## config.mk

```make
export PLATFORM = sky130hd
export DESIGN_NAME = double_ended_queue_flat
export DESIGN_NICKNAME = d
export VERILOG_FILES = /design/src/deq_pkg.sv /design/src/deq_if.sv /design/src/double_ended_queue.sv /design/src/flat_wrapper.sv
export SDC_FILE = /design/constraint.sdc
export NUM_CORES = 1
export LEC_CHECK = 0
export ABC_AREA = 1
export BUFFER_PORTS_ARGS = -buffer_cell sky130_fd_sc_hd__buf_2
export CAP_MARGIN = 20
export CORE_MARGIN = 10
export CORE_UTILIZATION = 59
export CTS_CLUSTER_DIAMETER = 120
export DETAILED_ROUTE_END_ITERATION = 8
export HOLD_SLACK_MARGIN = 0.15
export PLACE_DENSITY = 0.73
export SLEW_MARGIN = 25
export SYNTH_ARGS = -nofsm -noshare
export SYNTH_HDL_FRONTEND = slang
export SYNTH_SLANG_ARGS = --single-unit
```

## constraint.sdc

```tcl
create_clock -name clk_i -period 4.8 [get_ports clk_i]
set_input_delay 0.48 -clock clk_i [delete_from_list [all_inputs] [get_ports clk_i]]
set_output_delay 0.48 -clock clk_i [all_outputs]
set_load 0.005 [all_outputs]
```

## src/deq_pkg.sv

```systemverilog
// shared constants and command/status codes for the double-ended queue
// no dependencies; used by the channel interfaces and the top level

package deq_pkg;

  localparam int unsigned DEPTH_DEF = 16;
  localparam int unsigned DATA_W    = 32;
  localparam int unsigned CMD_W     = 3;
  localparam int unsigned ST_W      = 2;
  localparam int unsigned CNT_W_DEF = $clog2(DEPTH_DEF + 1);

  // value reported for an empty end or for a command that pops nothing
  localparam logic [DATA_W-1:0] NONE_VALUE = '1;

  typedef enum logic [CMD_W-1:0] {
    CMD_PUSH_FRONT = 3'd0,
    CMD_PUSH_BACK  = 3'd1,
    CMD_POP_FRONT  = 3'd2,
    CMD_POP_BACK   = 3'd3,
    CMD_PEEK       = 3'd4
  } cmd_e;

  typedef enum logic [ST_W-1:0] {
    ST_OK    = 2'd0,
    ST_EMPTY = 2'd1,
    ST_FULL  = 2'd2
  } status_e;

endpackage

```

## src/deq_if.sv

```systemverilog
// valid/ready channels for the double-ended queue: command items in, result items out
// depends on deq_pkg for field widths

interface deq_in_if;
  logic                        valid;
  logic                        ready;
  logic [deq_pkg::CMD_W-1:0]   command;
  logic signed [deq_pkg::DATA_W-1:0] value;

  modport source (output valid, output command, output value, input ready);
  modport sink   (input valid, input command, input value, output ready);
endinterface

interface deq_out_if #(
  parameter int unsigned CNT_W = deq_pkg::CNT_W_DEF
);
  logic                              valid;
  logic                              ready;
  logic signed [deq_pkg::DATA_W-1:0] removed_value;
  logic [deq_pkg::ST_W-1:0]          status;
  logic signed [deq_pkg::DATA_W-1:0] front_value;
  logic signed [deq_pkg::DATA_W-1:0] back_value;
  logic [CNT_W-1:0]                  count;

  modport source (output valid, output removed_value, output status, output front_value,
                  output back_value, output count, input ready);
  modport sink   (input valid, input removed_value, input status, input front_value,
                  input back_value, input count, output ready);
endinterface

```

## src/double_ended_queue.sv

```systemverilog
// Bounded double-ended queue of signed 32-bit values in a circular memory of DEPTH entries.
// Each command item (push front/back, pop front/back, peek) gives one result item with the
// popped value, a status, the front and back values after the step and the count. The two end
// values are kept in registers, so pushes, peeks, refused commands and pops that empty the queue
// write their result straight into the output register; a pop that leaves elements first enters
// a read state, in which the new end value arrives from the single-port-read memory's registered
// read data. A result waits in an output register, and the next item is taken in the same cycle
// the waiting result leaves. Depends on deq_pkg and the channel interfaces in deq_if.sv.

module double_ended_queue #(
  parameter int unsigned DEPTH = deq_pkg::DEPTH_DEF
) (
  input  logic    clk_i,
  input  logic    rst_ni,
  deq_in_if.sink  cmd_i,
  deq_out_if.source res_o
);

  localparam int unsigned IDX_W = $clog2(DEPTH);
  localparam int unsigned CNT_W = $clog2(DEPTH + 1);
  localparam int unsigned DW    = deq_pkg::DATA_W;

  typedef enum logic {
    S_IDLE,
    S_READ
  } state_e;

  state_e           state_q, state_d;
  logic [IDX_W-1:0] front_idx_q, front_idx_d;
  logic [IDX_W-1:0] back_idx_q, back_idx_d;
  logic [CNT_W-1:0] count_q, count_d;
  logic [DW-1:0]    front_val_q, front_val_d;
  logic [DW-1:0]    back_val_q, back_val_d;
  logic             pend_front_q, pend_front_d;

  logic                     out_valid_q, out_valid_d;
  logic [DW-1:0]            out_popped_q, out_popped_d;
  logic [deq_pkg::ST_W-1:0] out_status_q, out_status_d;
  logic [DW-1:0]            out_front_q, out_front_d;
  logic [DW-1:0]            out_back_q, out_back_d;
  logic [CNT_W-1:0]         out_count_q, out_count_d;

  logic [DW-1:0]    entry_mem_q [DEPTH];
  logic [DW-1:0]    rdata_q;
  logic             mem_we, mem_re;
  logic [IDX_W-1:0] mem_wa, mem_ra;

  logic             accept;
  logic [IDX_W-1:0] front_inc, front_dec, back_inc, back_dec;
  logic             is_full, is_empty;

  function automatic logic [IDX_W-1:0] idx_inc(input logic [IDX_W-1:0] idx);
    idx_inc = (idx == IDX_W'(DEPTH - 1)) ? '0 : idx + 1'b1;
  endfunction

  function automatic logic [IDX_W-1:0] idx_dec(input logic [IDX_W-1:0] idx);
    idx_dec = (idx == '0) ? IDX_W'(DEPTH - 1) : idx - 1'b1;
  endfunction

  assign cmd_i.ready = (state_q == S_IDLE) && (!out_valid_q || res_o.ready);
  assign accept      = cmd_i.valid && cmd_i.ready;

  assign front_inc = idx_inc(front_idx_q);
  assign front_dec = idx_dec(front_idx_q);
  assign back_inc  = idx_inc(back_idx_q);
  assign back_dec  = idx_dec(back_idx_q);
  assign is_full   = (count_q == CNT_W'(DEPTH));
  assign is_empty  = (count_q == '0);

  always_comb begin
    state_d      = state_q;
    front_idx_d  = front_idx_q;
    back_idx_d   = back_idx_q;
    count_d      = count_q;
    front_val_d  = front_val_q;
    back_val_d   = back_val_q;
    pend_front_d = pend_front_q;
    out_valid_d  = out_valid_q && !res_o.ready;
    out_popped_d = out_popped_q;
    out_status_d = out_status_q;
    out_front_d  = out_front_q;
    out_back_d   = out_back_q;
    out_count_d  = out_count_q;
    mem_we       = 1'b0;
    mem_re       = 1'b0;
    mem_wa       = front_dec;
    mem_ra       = front_inc;

    unique case (state_q)
      S_IDLE: begin
        if (accept) begin
          out_popped_d = deq_pkg::NONE_VALUE;
          out_status_d = deq_pkg::ST_OK;
          case (cmd_i.command)
            deq_pkg::CMD_PUSH_FRONT: begin
              if (is_full) begin
                out_status_d = deq_pkg::ST_FULL;
              end else begin
                mem_we      = 1'b1;
                mem_wa      = front_dec;
                front_idx_d = front_dec;
                front_val_d = cmd_i.value;
                if (is_empty) back_val_d = cmd_i.value;
                count_d     = count_q + 1'b1;
              end
            end
            deq_pkg::CMD_PUSH_BACK: begin
              if (is_full) begin
                out_status_d = deq_pkg::ST_FULL;
              end else begin
                mem_we     = 1'b1;
                mem_wa     = back_inc;
                back_idx_d = back_inc;
                back_val_d = cmd_i.value;
                if (is_empty) front_val_d = cmd_i.value;
                count_d    = count_q + 1'b1;
              end
            end
            deq_pkg::CMD_POP_FRONT: begin
              if (is_empty) begin
                out_status_d = deq_pkg::ST_EMPTY;
              end else begin
                out_popped_d = front_val_q;
                front_idx_d  = front_inc;
                count_d      = count_q - 1'b1;
                // new front comes from memory unless the queue just ran dry
                if (count_q != CNT_W'(1)) begin
                  mem_re       = 1'b1;
                  mem_ra       = front_inc;
                  pend_front_d = 1'b1;
                  state_d      = S_READ;
                end
              end
            end
            deq_pkg::CMD_POP_BACK: begin
              if (is_empty) begin
                out_status_d = deq_pkg::ST_EMPTY;
              end else begin
                out_popped_d = back_val_q;
                back_idx_d   = back_dec;
                count_d      = count_q - 1'b1;
                if (count_q != CNT_W'(1)) begin
                  mem_re       = 1'b1;
                  mem_ra       = back_dec;
                  pend_front_d = 1'b0;
                  state_d      = S_READ;
                end
              end
            end
            default: begin
              // peek and unused codes leave the queue alone
            end
          endcase
          out_count_d = count_d;
          out_front_d = (count_d == '0) ? deq_pkg::NONE_VALUE : front_val_d;
          out_back_d  = (count_d == '0) ? deq_pkg::NONE_VALUE : back_val_d;
          out_valid_d = (state_d == S_IDLE);
        end
      end
      S_READ: begin
        // output register was freed when this item was taken
        if (pend_front_q) front_val_d = rdata_q;
        else              back_val_d  = rdata_q;
        out_front_d = front_val_d;
        out_back_d  = back_val_d;
        out_valid_d = 1'b1;
        state_d     = S_IDLE;
      end
      default: state_d = S_IDLE;
    endcase
  end

  always_ff @(posedge clk_i or negedge rst_ni) begin
    if (!rst_ni) begin
      state_q      <= S_IDLE;
      front_idx_q  <= '0;
      back_idx_q   <= IDX_W'(DEPTH - 1);
      count_q      <= '0;
      front_val_q  <= '0;
      back_val_q   <= '0;
      pend_front_q <= 1'b0;
      out_valid_q  <= 1'b0;
      out_popped_q <= '0;
      out_status_q <= '0;
      out_front_q  <= '0;
      out_back_q   <= '0;
      out_count_q  <= '0;
    end else begin
      state_q      <= state_d;
      front_idx_q  <= front_idx_d;
      back_idx_q   <= back_idx_d;
      count_q      <= count_d;
      front_val_q  <= front_val_d;
      back_val_q   <= back_val_d;
      pend_front_q <= pend_front_d;
      out_valid_q  <= out_valid_d;
      out_popped_q <= out_popped_d;
      out_status_q <= out_status_d;
      out_front_q  <= out_front_d;
      out_back_q   <= out_back_d;
      out_count_q  <= out_count_d;
    end
  end

  always_ff @(posedge clk_i) begin
    if (mem_we) entry_mem_q[mem_wa] <= cmd_i.value;
    if (mem_re) rdata_q <= entry_mem_q[mem_ra];
  end

  assign res_o.valid         = out_valid_q;
  assign res_o.removed_value = out_popped_q;
  assign res_o.status        = out_status_q;
  assign res_o.front_value   = out_front_q;
  assign res_o.back_value    = out_back_q;
  assign res_o.count         = out_count_q;

  // expected back index from front and count, for checking only
  logic [IDX_W:0] back_sum;
  logic [IDX_W:0] back_chk;
  assign back_sum = {1'b0, front_idx_q} + (IDX_W+1)'(count_q) - 1'b1;
  assign back_chk = (back_sum >= (IDX_W+1)'(DEPTH)) ? back_sum - (IDX_W+1)'(DEPTH) : back_sum;

  a_count_bound: assert property (@(posedge clk_i) disable iff (!rst_ni)
    count_q <= CNT_W'(DEPTH))
    else $error("element count exceeds depth");

  a_no_rw_same_cycle: assert property (@(posedge clk_i) disable iff (!rst_ni)
    mem_re |-> !mem_we)
    else $error("memory read and write in the same cycle");

  a_read_one_cycle: assert property (@(posedge clk_i) disable iff (!rst_ni)
    state_q == S_READ |=> state_q == S_IDLE && out_valid_q)
    else $error("end fetch did not complete in one cycle");

  a_back_index: assert property (@(posedge clk_i) disable iff (!rst_ni)
    count_q != '0 |-> back_chk[IDX_W-1:0] == back_idx_q)
    else $error("back index out of step with front index and count");

endmodule
```

## src/flat_wrapper.sv

```systemverilog
// flat-port wrapper written by rule: the top's interface ports become plain ports
module double_ended_queue_flat 
#(
  parameter int unsigned DEPTH = deq_pkg::DEPTH_DEF
)
  (clk_i, rst_ni, cmd_i_valid, cmd_i_command, cmd_i_value, cmd_i_ready, res_o_valid, res_o_removed_value, res_o_status, res_o_front_value, res_o_back_value, res_o_count, res_o_ready);
  deq_in_if cmd_i_i ();
  deq_out_if res_o_i ();
  input  logic clk_i;
  input  logic rst_ni;
  input wire logic [$bits(cmd_i_i.valid)-1:0] cmd_i_valid;
  input wire logic [$bits(cmd_i_i.command)-1:0] cmd_i_command;
  input wire logic [$bits(cmd_i_i.value)-1:0] cmd_i_value;
  output wire logic [$bits(cmd_i_i.ready)-1:0] cmd_i_ready;
  output wire logic [$bits(res_o_i.valid)-1:0] res_o_valid;
  output wire logic [$bits(res_o_i.removed_value)-1:0] res_o_removed_value;
  output wire logic [$bits(res_o_i.status)-1:0] res_o_status;
  output wire logic [$bits(res_o_i.front_value)-1:0] res_o_front_value;
  output wire logic [$bits(res_o_i.back_value)-1:0] res_o_back_value;
  output wire logic [$bits(res_o_i.count)-1:0] res_o_count;
  input wire logic [$bits(res_o_i.ready)-1:0] res_o_ready;
  assign cmd_i_i.valid = cmd_i_valid;
  assign cmd_i_i.command = cmd_i_command;
  assign cmd_i_i.value = cmd_i_value;
  assign cmd_i_ready = cmd_i_i.ready;
  assign res_o_valid = res_o_i.valid;
  assign res_o_removed_value = res_o_i.removed_value;
  assign res_o_status = res_o_i.status;
  assign res_o_front_value = res_o_i.front_value;
  assign res_o_back_value = res_o_i.back_value;
  assign res_o_count = res_o_i.count;
  assign res_o_i.ready = res_o_ready;
  double_ended_queue #(.DEPTH(DEPTH)) u_core (.clk_i(clk_i), .rst_ni(rst_ni), .cmd_i(cmd_i_i), .res_o(res_o_i));
endmodule
```

==> reports/metrics.csv, run 1 <==
stage;metric;value;unit
cts;clock slew at reported path FFs;0.06;ns
critical_path;Critical Path RT;5.19;ns
critical_path;r2r worst-path depth;13;
die;# rows;88;
final_layout;fin area;0.0380;sq mm
sta;crit share post-route;78.7;%
sta;Worst Max-Slew Pin Slew;1.03;ns
cts;hold_buf cts;2;
sta;Max-Slew Margin vs Limit;30.8;%
critical_path;WP data arrival;4.16;ns
logic_synthesis;Synthesized Nets;3676;
critical_path;worst reg2reg path startpoint;u_core.res_o.count[0]$_DFFE_PN0P_;
global_route;met3 Resource Use GR;5.81;%
logic_synthesis;synth warn;0;
critical_path;CP startpoint;u_core.res_o.count[0]$_DFFE_PN0P_;
global_route;GR peak layer;met2;
sta;fin. max-slew vios;0;
critical_path;Register-to-Register Setup Slack;1.02;ns
placement;HPWL after DPL;55700;um
die;IO Pins;144;
job;Max Cap Violations;0;
power;Pleak;16.9;nW
cts;Worst-Skew Late Latency;0.63;ns
critical_path;Crit Reg-Reg Endpoint;u_core.rdata_q[18]$_DFFE_PP_;
global_route;first-pass GRT wire length;147000;um
critical_path;worst setup path class;register to register;
final_layout;P&R area growth vs syn;11.3;%
drt;DRC;0;
logic_synthesis;Post-Synthesis Cells;3629;
critical_path;Startpoint Class;register;
global_route;vias in the first global route;24507;
logic_synthesis;Yosys reg bits;722;
cts;CTS tree;done;
die;starting density of the core;59.3;%
logic_synthesis;register area share after synthesis;61.0;%
die;die width;260;um
sta;Final setup viols;0;
drt;Routed Wire Length;95600;um
cts;Bufs on Longest Clock Path;3;
worst_hold_path;min-delay worst type;input pin to register;
critical_path;Setup crit end kind;register;
logic_synthesis;Yosys cell types;35;
global_route;grt ovf;0;
global_route;gr usage total;28.0;%
sta;Final Hold Fails;0;
cts;cts repair resizes;0;
drt;Iter 0 DRT Violations;3593;
sta;Max Clk Rate;265;MHz
placement;PortBufs;143;
final_layout;commonest non-fill, non-tap cell in the layout;nand2_1;
die;Core Area;0.0575;sq mm
run_status;run status;finished clean;
cts;H-tree lvl count;3;
drt;vias;26668;
power;PwrDens;606;mW/mm^2
worst_hold_path;worst min-delay path startpoint;cmd_i_value[29];
sta;fin crit period;3.78;ns
critical_path;Max FO, Critical Path;72;
logic_synthesis;largest cells by area after synthesis;edfxtp_1 (48%), dfrtp_1 (13%), nand3_1 (11%);
placement;routability cong.;0.881;
final_layout;Nets;3733;
drt;first drt pass iteration count;8;
cts;Post-CTS Setup Inserts;0;
global_route;met1 Usage GRT;39.7;%
drt;routed vias/inst;5.91;
logic_synthesis;cell taking the most area after synthesis;edfxtp_1;
worst_hold_path;WHS Path Cells;1;
placement;Placement Cell Area;0.0356;sq mm
sta;RSZ-0062 raised after global routing;no;
global_route;pin count of the biggest net entering global routing;94;
die;Die ar.;0.0678;sq mm
cts;CTS root buf;clkbuf_16;
global_route;GR Util met2;42.5;%
logic_synthesis;post-synthesis cell area;0.0341;sq mm
die;Die Y;260;um
global_route;antenna violations before repair;3;
drt;DRT antenna net count;0;
final_layout;layout cells sized above 1;9.80;%
sta;setup TNS;0;ns
cts;cts bufs inserted;75;
worst_hold_path;hold endpoint;u_core.entry_mem_q[4][29]$_DFFE_PP_;
cts;clock sinks;722;
logic_synthesis;top cell type's share of synthesized area;47.9;%
final_layout;most frequent cells in the layout;nand2_1 (765), nand3_1 (724), inv_1 (641), edfxtp_1 (544), dfrtp_1 (173);
logic_synthesis;Mean Syn Cell Area;9.40;sq um
power;maximum VDD drop;0.594;mV
drt;WL per Instance;21.2;um
sta;worst clock skew;0.0206;ns
## worst max-delay path, cell delays in order, from the launching register on
cell	delay [ns]
dfrtp_1	0.45
inv_1	0.15
ha_1	0.28
nand3_2	0.11
nand2_2	0.39
inv_2	0.13
nand3_4	0.13
buf_4	0.70
buf_4	0.51
nand3_1	0.14
nand3_1	0.13
nand3_1	0.09
nand3_1	0.16
nand2_1	0.06
## worst max-delay path by stage
stage,endpoint,slack (ns),cells after the start
after floorplan,u_core.entry_mem_q[3][0]$_DFFE_PP_,0.37,9
after global placement,u_core.rdata_q[21]$_DFFE_PP_,1.14,14
after detailed placement,u_core.rdata_q[18]$_DFFE_PP_,1.09,14
after CTS,u_core.rdata_q[13]$_DFFE_PP_,1.13,13
after global routing,u_core.rdata_q[3]$_DFFE_PP_,0.83,11
final,u_core.rdata_q[18]$_DFFE_PP_,1.02,13
## final cells by class
class	count	area, sq um
antenna	1	2.50
clock buffer	102	2060
clock inverter	32	320
fill	4462	19500
inverter	657	2470
multi-input combinational	2027	10000
sequential	722	20800
tap	765	957
timing repair buffer	203	1320
## metal layers
layer	share of wire [%]	wire, um	up-vias
li1	-	-	12234
met4	3.1	2930	6
met1	40	38200	12610
met2	45	43400	1598
met5	0.039	37	-
met3	12	11100	220
## cells by family (layout without fill, tap and decap cells)
group,after synthesis,count (layout),share of synthesized area [%]
multiplexers,1,1,0.0294
flip-flops,722,722,61.0
XOR/XNOR,10,10,0.257
AO/OA/AOI/OAI,460,460,8.23
AND/OR/NAND/NOR,1548,1548,19.9
adder cells (fa/ha/maj),8,8,0.294
buffers and inverters,880,994,10.3
other,0,1,0
## cells in the mapped netlist (all sizes together)
library cell and number:
nor3 5, a21boi 1, o221ai 32, o2111ai 17, clkinv 3, a21oi 126, buf 136, inv 654
nand2 771, mux2i 1, nand3 731, o21a 1, xnor2 5, o22ai 2, clkbuf 87, o21ai 158
o211ai 123, dfrtp 174, edfxtp 544, dfstp 4, xor2 5, nor2 41, ha 8
## flip-flops by register name, summed over array words and instances, names as in the netlist, 2 cells and up
signal	cells
u_core.res_o.front_value	32
u_core.rdata_q	32
u_core.res_o.count	5
u_core.front_idx_q	4
u_core.back_val_q	32
u_core.entry_mem_q	512
u_core.res_o.status	2
u_core.back_idx_q	4
u_core.res_o.removed_value	32
u_core.res_o.back_value	32
u_core.front_val_q	32
## report_power, final
group          internal, W  switching, W
Clock              0.00321       0.00248
Combinational      0.00277       0.00628
Sequential         0.00769      0.000566
Total               0.0137       0.00932
## metrics by stage
stage,hold slack (ns),setup WS [ns],utilization (%),total power (W),std cells
after floorplan,0.184,0.374,-,0.0144,3629
after global placement,0.462,1.14,61.9,0.0171,4372
after detailed placement,0.462,1.09,61.9,0.0172,4372
after CTS,0.240,1.13,66.0,0.0229,4508
after global routing,0.268,0.835,66.0,0.0243,4508
final,0.261,1.02,66.0,0.0230,4509
(Power assumes the default switching activity.)
==> inputs of run 2 (changes only) <==
--- a/config.mk
+++ b/config.mk
@@ -5,15 +5,15 @@
 export SDC_FILE = /design/constraint.sdc
 export NUM_CORES = 1
 export LEC_CHECK = 0
-export ABC_AREA = 1
+export ABC_AREA = 0
 export BUFFER_PORTS_ARGS = -buffer_cell sky130_fd_sc_hd__buf_2
 export CAP_MARGIN = 20
 export CORE_MARGIN = 10
-export CORE_UTILIZATION = 59
+export CORE_UTILIZATION = 55
 export CTS_CLUSTER_DIAMETER = 120
 export DETAILED_ROUTE_END_ITERATION = 8
 export HOLD_SLACK_MARGIN = 0.15
-export PLACE_DENSITY = 0.73
+export PLACE_DENSITY = 0.71
 export SLEW_MARGIN = 25
 export SYNTH_ARGS = -nofsm -noshare
 export SYNTH_HDL_FRONTEND = slang
==> constraint.sdc (replaced) <==
create_clock -name clk_i -period 3.4 [get_ports clk_i]
set_input_delay 0.34 -clock clk_i [delete_from_list [all_inputs] [get_ports clk_i]]
set_output_delay 0.34 -clock clk_i [all_outputs]
set_load 0.005 [all_outputs]
==> run 2 against run 1 <==
Flip-flop and latch count did not move. Die area fell by 4.2%. Register-to-register slack got worse by 0.84 ns. Total power rose by 40%. Setup slack got worse by 0.84 ns. Hold slack got worse by 0.084 ns. Sequential share of layout area rose by 4.7 points. Synthesized area fell by 11%. Critical path depth fell by 1. Clock skew fell by 0.0030 ns. Critical path type unchanged. Critical endpoint is now u_core.rdata_q[30]$_DFFE_PP_.
==> reports/metrics.csv, run 2 <==
stage;metric;value;unit
cts;clock slew at reported path FFs;0.07;ns
power;Seq pwr share;37.1;%
logic_synthesis;Post-synth ARST share;24.7;%
critical_path;Setup crit end kind;register;
logic_synthesis;top cell type's share of synthesized area;53.9;%
power;Clock power frac;24.4;%
worst_hold_path;hold endpoint;u_core.entry_mem_q[0][27]$_DFFE_PP_;
logic_synthesis;most common cell in the synthesized netlist;edfxtp_1;
final_layout;commonest non-fill, non-tap cell in the layout;edfxtp_1;
sta;worst clock skew;0.0176;ns
critical_path;WP data arrival;3.65;ns
logic_synthesis;register area share after synthesis;68.6;%
logic_synthesis;number of synthesized flops with an enable pin;544;
power;maximum VDD drop;0.660;mV
drt;vias;20986;
critical_path;Max FO, Critical Path;49;
logic_synthesis;Synth Flop Type;edfxtp_1;
sta;final worst setup slack;0.184;ns
logic_synthesis;post-synthesis cell area;0.0303;sq mm
drt;Routed Wire Length;80800;um
power;Psw;0.0120;W
drt;DRC;0;
critical_path;Register-to-Register Setup Slack;0.18;ns
power;switching share of total power;37.2;%
placement;routability cong.;0.914;
critical_path;r2r worst-path depth;12;
final_layout;most frequent cells in the layout;edfxtp_1 (544), nand2_1 (539), nand3_1 (256), dfrtp_1 (171), buf_2 (142);
logic_synthesis;top cells by count, synth;edfxtp_1 (544), nand2_1 (539), nand3_1 (256), dfrtp_1 (174), nor2_1 (123);
global_route;first-pass GRT wire length;123000;um
power;Pleak;13.6;nW
die;IO Pins;144;
drt;WL per Instance;23.9;um
die;# rows;86;
global_route;vias in the first global route;20343;
global_route;gr usage total;24.8;%
logic_synthesis;cell taking the most area after synthesis;edfxtp_1;
power;Internal;0.0202;W
final_layout;final core utilization;63.7;%
placement;Placement Cell Area;0.0324;sq mm
sta;Max-Slew Margin vs Limit;33.4;%
logic_synthesis;Yosys cell types;59;
final_layout;Layout Cells excl Fill;3374;
sta;fin. max-slew vios;0;
drt;Iter 0 DRT Violations;2339;
die;Die ar.;0.0649;sq mm
power;PwrDens;921;mW/mm^2
logic_synthesis;synth warn;0;
placement;Placement Setup Slack;0.0634;ns
global_route;pin count of the biggest net entering global routing;101;
critical_path;Crit Reg-Reg Endpoint;u_core.rdata_q[30]$_DFFE_PP_;
critical_path;worst setup path class;register to register;
logic_synthesis;Synthesized Nets;2510;
worst_hold_path;worst min-delay path startpoint;cmd_i_value[27];
critical_path;Critical Path RT;3.83;ns
final_layout;P&R area growth vs syn;15.3;%
drt;DRT antenna net count;0;
worst_hold_path;WHS Path Cells;1;
final_layout;Nets;2659;
final_layout;Top reg by flops;u_core.entry_mem_q;
logic_synthesis;Mean Syn Cell Area;12.3;sq um
cts;CTS root buf;clkbuf_16;
cts;clock sinks;722;
die;Core Area;0.0549;sq mm
die;starting density of the core;55.3;%
final_layout;fin area;0.0350;sq mm
cts;CTS tree;done;
critical_path;CP startpoint;u_core.res_o.count[0]$_DFFE_PN0P_;
run_status;run status;finished clean;
sta;RSZ-0062 raised after global routing;no;
die;Die Y;255;um
sta;Max Clk Rate;311;MHz
sta;fin crit period;3.22;ns
cts;Bufs on Longest Clock Path;3;
placement;PortBufs;143;
sta;Final setup viols;0;
drt;first drt pass iteration count;6;
power;Combinational Power Share;38.4;%
cts;cts bufs inserted;72;
cts;H-tree lvl count;3;
global_route;antenna violations before repair;2;
sta;Final Hold Fails;0;
die;die width;255;um
job;Max Cap Violations;0;
final_layout;Filler cells;3984;
logic_synthesis;largest cells by area after synthesis;edfxtp_1 (54%), dfrtp_1 (14%), nand2_1 (6.7%);
final_layout;layout cells sized above 1;16.4;%
placement;dpl cells;3225;
critical_path;worst reg2reg path startpoint;u_core.res_o.count[0]$_DFFE_PN0P_;
drt;routed vias/inst;6.22;
global_route;grt ovf;0;
logic_synthesis;Post-Synthesis Cells;2463;
worst_hold_path;min-delay worst type;input pin to register;
placement;HPWL after DPL;46500;um
sta;crit share post-route;94.6;%
cts;Worst-Skew Late Latency;0.61;ns
critical_path;Startpoint Class;register;
sta;Worst Max-Slew Pin Slew;0.999;ns
logic_synthesis;Yosys reg bits;722;
final_layout;max FFs per register;512;
cts;Post-CTS Setup Inserts;0;
run 2: routing by layer:
metal / vias up / global-route usage [%] / part of all wire [%]
met5: - / 0 / 0.016
li1: 9315 / - / -
met3: 140 / 4.77 / 9.3
met4: 2 / 8.18 / 2.4
met1: 10473 / 33.9 / 41
met2: 1056 / 39.4 / 47
run 2: stage by stage:
stage	TNS, ns	total power [W]	hold slack, ns
after global routing	0	0.0340	0.177
after global placement	0	0.0238	0.464
final	0	0.0322	0.177
after CTS	0	0.0321	0.151
after detailed placement	0	0.0242	0.470
after floorplan	-130.66	0.0200	0.0444
run 2: final cells by class:
type,count,area [sq um],share of cell area [%]
flip-flops and latches,722,20800,59.5
inverters,14,52.6,0.150
multi-input cells,1562,8980,25.7
clock buffers,85,1940,5.54
diodes,1,2.50,0.00716
repair buffers,240,1910,5.46
well taps,704,881,2.52
clock inverters,46,405,1.16
run 2: power by group through the flow:
| stage | registers [W] | logic, W | clock network, W |
|---|---|---|---|
| after floorplan | 0.0117 | 0.00828 | 0 |
| after global placement | 0.0120 | 0.0118 | 0 |
| after detailed placement | 0.0121 | 0.0122 | 0 |
| after CTS | 0.0119 | 0.0123 | 0.00796 |
| after global routing | 0.0121 | 0.0136 | 0.00832 |
| final | 0.0120 | 0.0124 | 0.00787 |
run 2: timing repair:
action	4_1_cts	5_1_grt
endpoints found under the setup margin	0	88
hold buffers	16	0
gates resized for setup	0	3
endpoints found under the hold margin	250	0
run 2: logic make-up (layout without fill, tap and decap cells):
| logic type | count (synthesis) | count (layout) | share of synthesized area, % |
|---|---|---|---|
| and+or+nand+nor | 980 | 980 | 13.9 |
| DFF | 722 | 722 | 68.6 |
| other | 0 | 1 | 0 |
| xor gates and xnor gates | 9 | 9 | 0.260 |
| muxes | 141 | 142 | 4.95 |
| adders and majority gates | 8 | 8 | 0.330 |
| buffers and inverters | 180 | 385 | 2.66 |
| AOI/OAI and AO/OA | 423 | 423 | 9.37 |
run 2: worst max path at each step:
stage                                          end  slack [ns]  cells after the start
2_1_floorplan  u_core.entry_mem_q[13][0]$_DFFE_PP_       -0.32                      9
3_3_place_gp          u_core.rdata_q[29]$_DFFE_PP_        0.19                     11
3_5_place_dp           u_core.rdata_q[6]$_DFFE_PP_        0.06                     10
4_1_cts                u_core.rdata_q[6]$_DFFE_PP_        0.07                     10
5_1_grt               u_core.rdata_q[30]$_DFFE_PP_        0.03                     12
6_report              u_core.rdata_q[30]$_DFFE_PP_        0.18                     12
run 2: worst max-delay path, stage by stage, from the launching register on:
cell	delay (ns)
dfrtp_2	0.46
inv_1	0.12
ha_1	0.22
or2_1	0.27
a2111oi_4	0.29
buf_4	0.28
mux2i_4	0.28
buf_12	0.29
buf_12	0.28
a21oi_1	0.07
a32oi_1	0.22
a22oi_1	0.12
o311ai_1	0.09
